[config.mk]
export PLATFORM = sky130hd
export DESIGN_NAME = bisection_square_root
export DESIGN_NICKNAME = d
export VERILOG_FILES = /design/src/hdl/bsr_pkg.sv /design/src/hdl/bisection_square_root.sv
export SDC_FILE = /design/constraint.sdc
export NUM_CORES = 2
export LEC_CHECK = 0
export BUFFER_PORTS_ARGS = -buffer_cell sky130_fd_sc_hd__buf_2
export CAP_MARGIN = 20
export CORE_MARGIN = 5
export CORE_UTILIZATION = 55
export DETAILED_ROUTE_END_ITERATION = 12
export PLACE_DENSITY = 0.83
export SKIP_LAST_GASP = 1
export SYNTH_ARGS = -nofsm -noshare
export SYNTH_HDL_FRONTEND = slang
export SYNTH_SLANG_ARGS = --single-unit
[constraint.sdc]
create_clock -name clk_i -period 20.6 [get_ports clk_i]
set_clock_uncertainty 0.15 [all_clocks]
set_input_delay 1.03 -clock clk_i [delete_from_list [all_inputs] [get_ports clk_i]]
set_output_delay 1.03 -clock clk_i [all_outputs]
set_load 0.02 [all_outputs]
[src/hdl/bsr_pkg.sv]
// ----------------------------------------------------------------------------
// Bisection square root package
// Shared widths, fixed-point constants and register map for the block.
// ----------------------------------------------------------------------------
package bsr_pkg;

  localparam int unsigned DataW   = 32;        // Q20.12 operand width
  localparam int unsigned FracW   = 12;        // fractional bits of Q20.12
  localparam int unsigned SqW     = 2 * DataW; // Q40.24 square width
  localparam int unsigned LimW    = 45;        // target plus tolerance
  localparam int unsigned IterW   = 7;         // iteration count width
  localparam int unsigned AddrW   = 2;         // APB byte address width

  localparam logic [DataW-1:0] FixOne       = 32'd4096;
  localparam logic [DataW-1:0] TolResetVal  = 32'd1677722;
  localparam logic [AddrW-1:0] RegTolerance = 2'd0;

  typedef logic [DataW-1:0] data_t;
  typedef logic [SqW-1:0]   sq_t;
  typedef logic [LimW-1:0]  lim_t;

endpackage

[src/hdl/bisection_square_root.sv]
// ----------------------------------------------------------------------------
// Bisection square root
// Finds the Q20.12 square root of a Q20.12 radicand by interval halving,
// squaring each midpoint on one shared 32x32 multiplier.
// ----------------------------------------------------------------------------
// Usage:
//   Raise start with the radicand on value_i; it is taken at a clock edge
//   where busy is low. busy stays high while the search runs.
//   The result (root, final bounds, iteration count, converged flag) is shown
//   for one cycle with done_o high; the receiver takes it in that cycle and
//   cannot hold it off. A new start may be given in that same cycle.
//   A radicand of 0 or 1.0 gives done_o in the cycle after the transfer.
//   Otherwise each halving step squares the midpoint on the shared
//   multiplier, then compares and narrows the interval, and no new
//   radicand is taken until the search ends.
//   The tolerance register sits at byte address 0 of the APB port; write it
//   only while busy is low. Reset sets it to about 0.1 (1677722 * 2^-24),
//   drops busy and done_o, and leaves the block idle.
// ----------------------------------------------------------------------------
module bisection_square_root #(
  parameter int unsigned MAX_ITERATIONS = 64
) (
  input  logic                      clk_i,
  input  logic                      rst_ni,
  // command channel
  input  logic                      start,
  output logic                      busy,
  input  logic [bsr_pkg::DataW-1:0] value_i,
  // result channel
  output logic                      done_o,
  output logic [bsr_pkg::DataW-1:0] root_o,
  output logic [bsr_pkg::DataW-1:0] low_bound_o,
  output logic [bsr_pkg::DataW-1:0] high_bound_o,
  output logic [bsr_pkg::IterW-1:0] iterations_o,
  output logic                      converged_o,
  // configuration port
  input  logic                      psel,
  input  logic                      penable,
  input  logic                      pwrite,
  input  logic [bsr_pkg::AddrW-1:0] paddr,
  input  logic [31:0]               pwdata,
  output logic [31:0]               prdata,
  output logic                      pready
);

  typedef enum logic [1:0] {
    StIdle,
    StMul,
    StCmp
  } state_e;

  localparam logic [bsr_pkg::IterW-1:0] IterMax = bsr_pkg::IterW'(MAX_ITERATIONS);

  state_e            state_q;
  logic              done_q;
  logic              conv_q;
  logic [bsr_pkg::IterW-1:0] iter_q;
  bsr_pkg::data_t    tol_q;
  bsr_pkg::data_t    lo_q;
  bsr_pkg::data_t    hi_q;
  bsr_pkg::data_t    x_q;
  bsr_pkg::sq_t      sq_q;
  bsr_pkg::lim_t     tgt_q;
  bsr_pkg::lim_t     lim_hi_q;
  bsr_pkg::lim_t     lim_lo_q;

  logic              accept;
  logic              cfg_wr;
  bsr_pkg::data_t    hi_init;
  bsr_pkg::lim_t     tgt_new;
  bsr_pkg::lim_t     tol_ext;
  logic              in_window;
  logic              below;
  logic              stop;
  logic [bsr_pkg::DataW:0] sum_lo;
  logic [bsr_pkg::DataW:0] sum_hi;

  // Handshakes
  assign accept = start && !busy;
  assign cfg_wr = psel && penable && pwrite && pready;
  assign pready = 1'b1;
  assign prdata = (paddr == bsr_pkg::RegTolerance) ? tol_q : '0;

  // Start-up interval and window limits around the Q40.24 target
  assign hi_init = (value_i > bsr_pkg::FixOne) ? value_i : bsr_pkg::FixOne;
  assign tgt_new = bsr_pkg::LimW'({value_i, {bsr_pkg::FracW{1'b0}}});
  assign tol_ext = bsr_pkg::LimW'(tol_q);

  // Compare the square against the window and target in parallel
  assign in_window = (sq_q <= bsr_pkg::SqW'(lim_hi_q)) && (sq_q >= bsr_pkg::SqW'(lim_lo_q));
  assign below     = sq_q < bsr_pkg::SqW'(tgt_q);
  assign stop      = in_window || (iter_q == IterMax);

  // Both candidate midpoints, selected once the compare settles
  assign sum_lo = {1'b0, lo_q} + {1'b0, x_q};
  assign sum_hi = {1'b0, x_q} + {1'b0, hi_q};

  // Sequencer, shared multiplier and result registers
  always_ff @(posedge clk_i or negedge rst_ni) begin
    if (!rst_ni) begin
      state_q  <= StIdle;
      done_q   <= 1'b0;
      conv_q   <= 1'b0;
      iter_q   <= '0;
      tol_q    <= bsr_pkg::TolResetVal;
      lo_q     <= '0;
      hi_q     <= '0;
      x_q      <= '0;
      sq_q     <= '0;
      tgt_q    <= '0;
      lim_hi_q <= '0;
      lim_lo_q <= '0;
    end else begin
      done_q <= 1'b0;
      if (cfg_wr && (paddr == bsr_pkg::RegTolerance)) begin
        tol_q <= pwdata;
      end
      case (state_q)
        StIdle: begin
          if (accept) begin
            lo_q     <= '0;
            hi_q     <= hi_init;
            iter_q   <= '0;
            tgt_q    <= tgt_new;
            lim_hi_q <= tgt_new + tol_ext;
            lim_lo_q <= (tgt_new > tol_ext) ? (tgt_new - tol_ext) : '0;
            if (value_i == '0) begin
              // exact hit at zero
              x_q    <= '0;
              conv_q <= 1'b1;
              done_q <= 1'b1;
            end else if (value_i == bsr_pkg::FixOne) begin
              // exact hit at one
              x_q    <= bsr_pkg::FixOne;
              conv_q <= 1'b1;
              done_q <= 1'b1;
            end else begin
              x_q     <= hi_init >> 1;
              state_q <= StMul;
            end
          end
        end
        StMul: begin
          sq_q    <= bsr_pkg::SqW'(x_q) * bsr_pkg::SqW'(x_q);
          state_q <= StCmp;
        end
        StCmp: begin
          if (stop) begin
            conv_q  <= in_window;
            done_q  <= 1'b1;
            state_q <= StIdle;
          end else begin
            // narrow the interval towards the root
            if (below) begin
              lo_q <= x_q;
              x_q  <= sum_hi[bsr_pkg::DataW:1];
            end else begin
              hi_q <= x_q;
              x_q  <= sum_lo[bsr_pkg::DataW:1];
            end
            iter_q  <= iter_q + 1'b1;
            state_q <= StMul;
          end
        end
        default: begin
          state_q <= StIdle;
        end
      endcase
    end
  end

  assign busy         = (state_q != StIdle);
  assign done_o       = done_q;
  assign root_o       = x_q;
  assign low_bound_o  = lo_q;
  assign high_bound_o = hi_q;
  assign iterations_o = iter_q;
  assign converged_o  = conv_q;

`ifndef SYNTHESIS
  // A result always leaves the block free for the next command
  a_done_idle : assert property (@(posedge clk_i) disable iff (!rst_ni)
    done_o |-> !busy) else $error("result shown while still busy");

  // A zero radicand answers in the next cycle with a zero root
  a_zero_hit : assert property (@(posedge clk_i) disable iff (!rst_ni)
    (start && !busy && (value_i == '0)) |=> (done_o && (root_o == '0)))
    else $error("zero radicand not answered at once");

  // Failing to converge only happens at the iteration cap
  a_cap : assert property (@(posedge clk_i) disable iff (!rst_ni)
    (done_o && !converged_o) |-> (iterations_o == IterMax))
    else $error("unconverged result before the cap");

  // The root lies inside the final interval
  a_bracket : assert property (@(posedge clk_i) disable iff (!rst_ni)
    done_o |-> ((low_bound_o <= root_o) && (root_o <= high_bound_o)))
    else $error("root outside its bounds");
`endif

endmodule

# Yosys cells after proc, flatten, opt, wreduce, memory -nomap -nowiden
# Index checks and enable logic that the tools add are counted.
[totals] regBits=325 input_bits=72 output_inout_bits=139 wordCells=88
[op_classes] add_sub_neg=5 mul=1 magnitude_cmp=5 n_eq_ne=12 muxes=35 reduce_logical=18
[ops] cell="two-way mux 32 bit" n=11
[ops] cell="case mux 32 bit (2 select lines)" n=3
[ops] cell="adder 32 x 32 -> 33 bit" n=2
[ops] cell=">= comparator 64 x 45 -> 1 bit" n=1
[ops] cell="<= comparator 64 x 45 -> 1 bit" n=1
[ops] cell="< comparator 64 x 44 -> 1 bit" n=1
[ops] cell="multiplier 32 x 32 -> 64 bit" n=1
[ops] cell="two-way mux 31 bit" n=2
[ops] cell="adder 44 x 32 -> 45 bit" n=1
[ops] cell="two-way mux 45 bit" n=1
[ops] cell="subtractor 44 x 32 -> 45 bit" n=1
[ops] cell="greater-than comparator 44 x 32 -> 1 bit" n=1
[ops] cell="== test 32 x 13 -> 1 bit, second input constant" n=1
[ops] cell="greater-than comparator 32 x 13 -> 1 bit, second input constant" n=1
[ops] cell="zero test 32 bit" n=1
[ops] cell="two-way mux 7 bit" n=2
[ops] cell="inequality test 2 bit, second input constant" n=7
[ops] cell="case mux 7 bit (2 select lines)" n=1
[ops] cell="AND reduction 4 bit" n=3
[ops] cell="two-way mux 1 bit" n=9
[ops] cell="adder 7 x 1 -> 7 bit, second input constant" n=1
[ops] cell="== test 7 bit, second input constant" n=1
[ops] cell="two-way mux 2 bit" n=3
[ops] cell="case mux 2 bit (3 select lines)" n=1
[ops] cell="other kinds (11)" n=19

# Logic depth before layout (Yosys ltp)
[depth] depth_word=6 depth_mapped=33 mapped_depth_nobuf=30

# Least setup slack after synthesis
# No wires, ideal clock.
[synth_timing] path_kind="flip-flop to flip-flop" start="register x_q[2], in the netlist root_o[2]" end="register sq_q[61]" t_arrival_ns=7.950 setup_slack_ns=12.366 stages_incl_launch_ff=31 path_buffers=2 cell_sequence="dfrtp_1 clkbuf_1 buf_1 nand2_1 fa_1 inv_1 fa_1 inv_1 fa_1 fa_1 inv_1 fa_1 inv_1 fa_1 inv_1 fa_1 inv_1 fa_1 inv_1 ha_1 a21oi_1 nor2_1 or2_2 o311ai_1 nand2_1 a41o_1 a41oi_2 o21ai_0 nor3_1 mux2i_1 o22ai_1"
[synth_via] elab_chain_len=1
[synth_rtl] item="start, declared" line_no="bisection_square_root.sv:61" rtl="bsr_pkg::data_t x_q;"
[synth_rtl] item="start signal, assigned" line_no="bisection_square_root.sv:134" rtl="x_q <= bsr_pkg::FixOne;"
[synth_rtl] item="start signal, assigned" line_no="bisection_square_root.sv:138" rtl="x_q <= hi_init >> 1;"
[synth_rtl] item="start signal, assigned" line_no="bisection_square_root.sv:156" rtl="x_q <= sum_hi[bsr_pkg::DataW:1];"
[synth_rtl] item="multiplier 32 x 32 -> 64 bit" line_no="bisection_square_root.sv:144" rtl="sq_q <= bsr_pkg::SqW'(x_q) * bsr_pkg::SqW'(x_q);"
[synth_rtl] item="end signal, assigned" line_no="bisection_square_root.sv:144"
[synth_rtl] item="end, declared" line_no="bisection_square_root.sv:62" rtl="bsr_pkg::sq_t sq_q;"
# No other way between the ends.
# A chain may end at the register's enable or synchronous reset.

# Worst setup path in the final report
# Same ends and word-level chain as after synthesis.

==> results.yml <==
status:
  status: "completed"
flow_run:
  max_cap_violations: 0
setup_path:
  critPathMaxStageDelay_ps: 720
  critPathLaunchType: "flip-flop"
  crit_path_max_fanout: 28
  crit_buf_inv: 8
  critical_path_arrival_ps: 9420
  reg2reg_depth: 29
  path_common_cell: "fa_1"
  cp_slowest_cell: "dfrtp_1"
  path_delay_family: "adder cells"
  end_kind: "flip-flop"
  rrSetupSlack_ps: 11420
  r2r_end: "sq_q[61]$_DFFE_PN0N_"
  critical_path_class: "reg -> reg"
  timing.rr.start: "root_o[2]$_DFFE_PN0P_"
  cp_data_required_time_ps: 20840
clock_tree:
  htree_num_levels: 2
  numCtsBuffers: 36
  clk_pin_slew_worst_paths_ps: 70
  cts_buffer_depth: 3
  clock_latency_ps: 570
  cts_resized: 0
  clkSinkCount: 324
  post-cts-setup-buffers: 0
  root_buffer: "clkbuf_16"
  cts_tree: "built"
  cts_hold_buf: 0
power:
  power.density_nw_per_um2: 30.6
  ir_drop_uv: 52.7
  p_leak_nw: 27.4
sta:
  whs_ps: 263
  finalHoldViolCount: 0
  setup_viol: 0
  fmax_mhz: 109
  finalCritPeriodShare_pct: 44.6
  min_period_ps: 9180
  tns_ps: 0
  worstMarginPinSlew_ps: 1100
  slew_viol_final: 0
  slew_headroom_pct: 24.9
  rsz0062_at_grt: "false"
detailed_routing:
  wl_per_cell_um: 21.4
  vias_per_cell: 5.83
  drc: 0
  vias: 40029
  drtIter0Drc: 3657
  drtPass1Iterations: 6
  drt-total-wl_um: 147000
  postRouteAntennaNets: 0
synth:
  synth-seq-cells: 324
  synth_top_area_share_pct: 31.8
  avgSynthCellArea_sq_um: 8.89
  yosys_warnings: 0
  syn_nets: 6979
  ys_seq_area_share_pct: 16.2
  yosysMostFrequentCell: "inv_1"
  async_flop_share_pct: 100
  synth_cells: 5625
  synth_commonest_cells: "inv_1, fa_1, nand2_1"
  ys_top_cells_by_area: "fa_1, dfrtp_1, ha_1"
  syn_area_sq_um: 50000
  yosys.area.top_type: "fa_1"
  synthFlopType: "dfrtp_1"
  synth_edf_count: 0
  netlist-cell-type-count: 87
floorplan:
  ios: 211
  fp.dieW_um: 312
  initial_core_util_pct: 55.5
  die_area_sq_um: 97100
  die_h_um: 312
  core_sq_um: 90100
  rows: 110
grt:
  grtUsageTotal_pct: 30.3
  antenna_found_initial: 3
  grt_pass1_vias: 42704
  grt_pass1_wl_um: 234000
  grt_overflow: 0
  grt_max_degree: 168
final_layout:
  area_growth_pct: 6.34
  fill_cells: 7528
  fin_nets: 7014
  final_layout_size_suffix_gt1_share_pct: 7.25
place:
  port_buffers: 209
  gp_congestion: 0.963
  hpwlAfterDp_um: 114000
min_path:
  min_path_type: "in -> async"
[report_power, final]
group,switching [mW],total [mW],internal (mW)
sequential,0.0196,0.675,0.655
clock,0.296,0.686,0.389
combinational,0.169,0.269,0.0992
total,0.485,1.63,1.14
[worst max path at each step]
stage | from | end | slack, ps | depth (start not counted)
global placement | root_o[2]$_DFFE_PN0P_ | sq_q[61]$_DFFE_PN0N_ | 11630 | 29
CTS | root_o[2]$_DFFE_PN0P_ | sq_q[61]$_DFFE_PN0N_ | 11490 | 29
floorplan | root_o[2]$_DFFE_PN0P_ | sq_q[61]$_DFFE_PN0N_ | 12370 | 30
global route | root_o[2]$_DFFE_PN0P_ | sq_q[61]$_DFFE_PN0N_ | 11030 | 29
detailed placement | root_o[4]$_DFFE_PN0P_ | sq_q[61]$_DFFE_PN0N_ | 11550 | 29
finish | root_o[2]$_DFFE_PN0P_ | sq_q[61]$_DFFE_PN0N_ | 11420 | 29
[flip-flops by register name (all words and copies together) (netlist names), 7 cells and up]
register / count
lim_lo_q: 45
low_bound_o: 32
sq_q: 63
root_o: 32
lim_hi_q: 45
iterations_o: 7
tol_q: 32
tgt_q: 32
high_bound_o: 32
[cells by family (layout without fill, tap and decap cells)]
family	Yosys count	after routing	share of synthesized area, %
multiplexers	46	46	1.02
flip-flops	324	324	16.2
AO/OA/AOI/OAI	901	901	11.1
AND/OR/NAND/NOR	1403	1403	13.2
XOR/XNOR	189	189	3.31
other	1	2	0.00750
buffers and inverters	1479	1540	11.1
adder cells (fa/ha/maj)	1282	1282	44.0
[metrics by stage]
step	instances	total power, mW	util, %	cell area, sq um	setup slack (ps)
6_report	6863	1.63	59.0	53200	11420
5_1_grt	6862	1.70	59.0	53200	11030
4_1_cts	6862	1.63	59.0	53200	11490
3_5_place_dp	6798	0.950	57.7	52000	11550
3_3_place_gp	6798	0.947	57.7	52000	11630
2_1_floorplan	5625	0.862	-	50000	12370
[worst register-to-register path, delay by kind of cell (launching register included)]
kind,cells,cell delay [ps]
AO/OA/AOI/OAI,6,1660
adder cells (fa/ha/maj),9,4420
buffers and inverters,8,870
flip-flops,1,720
multiplexers,1,210
AND/OR/NAND/NOR,5,990
[layout by cell type, fill, tap and decap left out, types with 13 or more instances in the layout]
| master | Yosys | layout |
|---|---|---|
| xor2_1 | 69 | 69 |
| nand3_1 | 61 | 61 |
| nor3_1 | 70 | 70 |
| o211ai_1 | 15 | 15 |
| nand4_1 | 37 | 37 |
| nor2b_1 | 27 | 26 |
| o21ai_0 | 308 | 308 |
| o22ai_1 | 40 | 40 |
| o21a_1 | 16 | 16 |
| a31o_2 | 14 | 15 |
| a21o_1 | 91 | 91 |
| and3_1 | 13 | 13 |
| a31oi_1 | 29 | 29 |
| nand2_1 | 660 | 658 |
| mux2_2 | 39 | 39 |
| fa_1 | 795 | 795 |
| ha_1 | 487 | 487 |
| a22oi_1 | 40 | 40 |
| a21oi_1 | 205 | 205 |
| nor2_1 | 177 | 175 |
| inv_1 | 1215 | 1215 |
| buf_2 | 11 | 208 |
| buf_4 | 1 | 46 |
| dfrtp_1 | 313 | 313 |
| xnor2_1 | 120 | 120 |
| nor4_1 | 20 | 20 |
| and2_1 | 262 | 261 |
| o21bai_1 | 26 | 26 |
| a211oi_1 | 20 | 19 |
| nand2b_1 | 25 | 24 |
| o31ai_1 | 16 | 16 |
| clkbuf_16 | 0 | 36 |
[layout make-up]
class	instances	area, sq um	share of cell area [%]
antenna	1	2.50	0.00470
timing repair buffer	256	1420	2.67
sequential	324	8120	15.3
inverter	1220	4580	8.61
multi-input combinational	3822	36400	68.4
clock buffer	50	1020	1.92
tap	1176	1470	2.77
clock inverter	14	189	0.355
[per-layer routing]
| layer | part of all wire (%) | vias up | GRT usage, % |
|---|---|---|---|
| met5 | 0.016 | - | 0 |
| met4 | 5.2 | 4 | 13.3 |
| met3 | 9.7 | 487 | 6.90 |
| met2 | 47 | 1882 | 49.1 |
| met1 | 38 | 19992 | 39.3 |
| li1 | - | 17664 | - |
(Power assumes the default switching activity.)
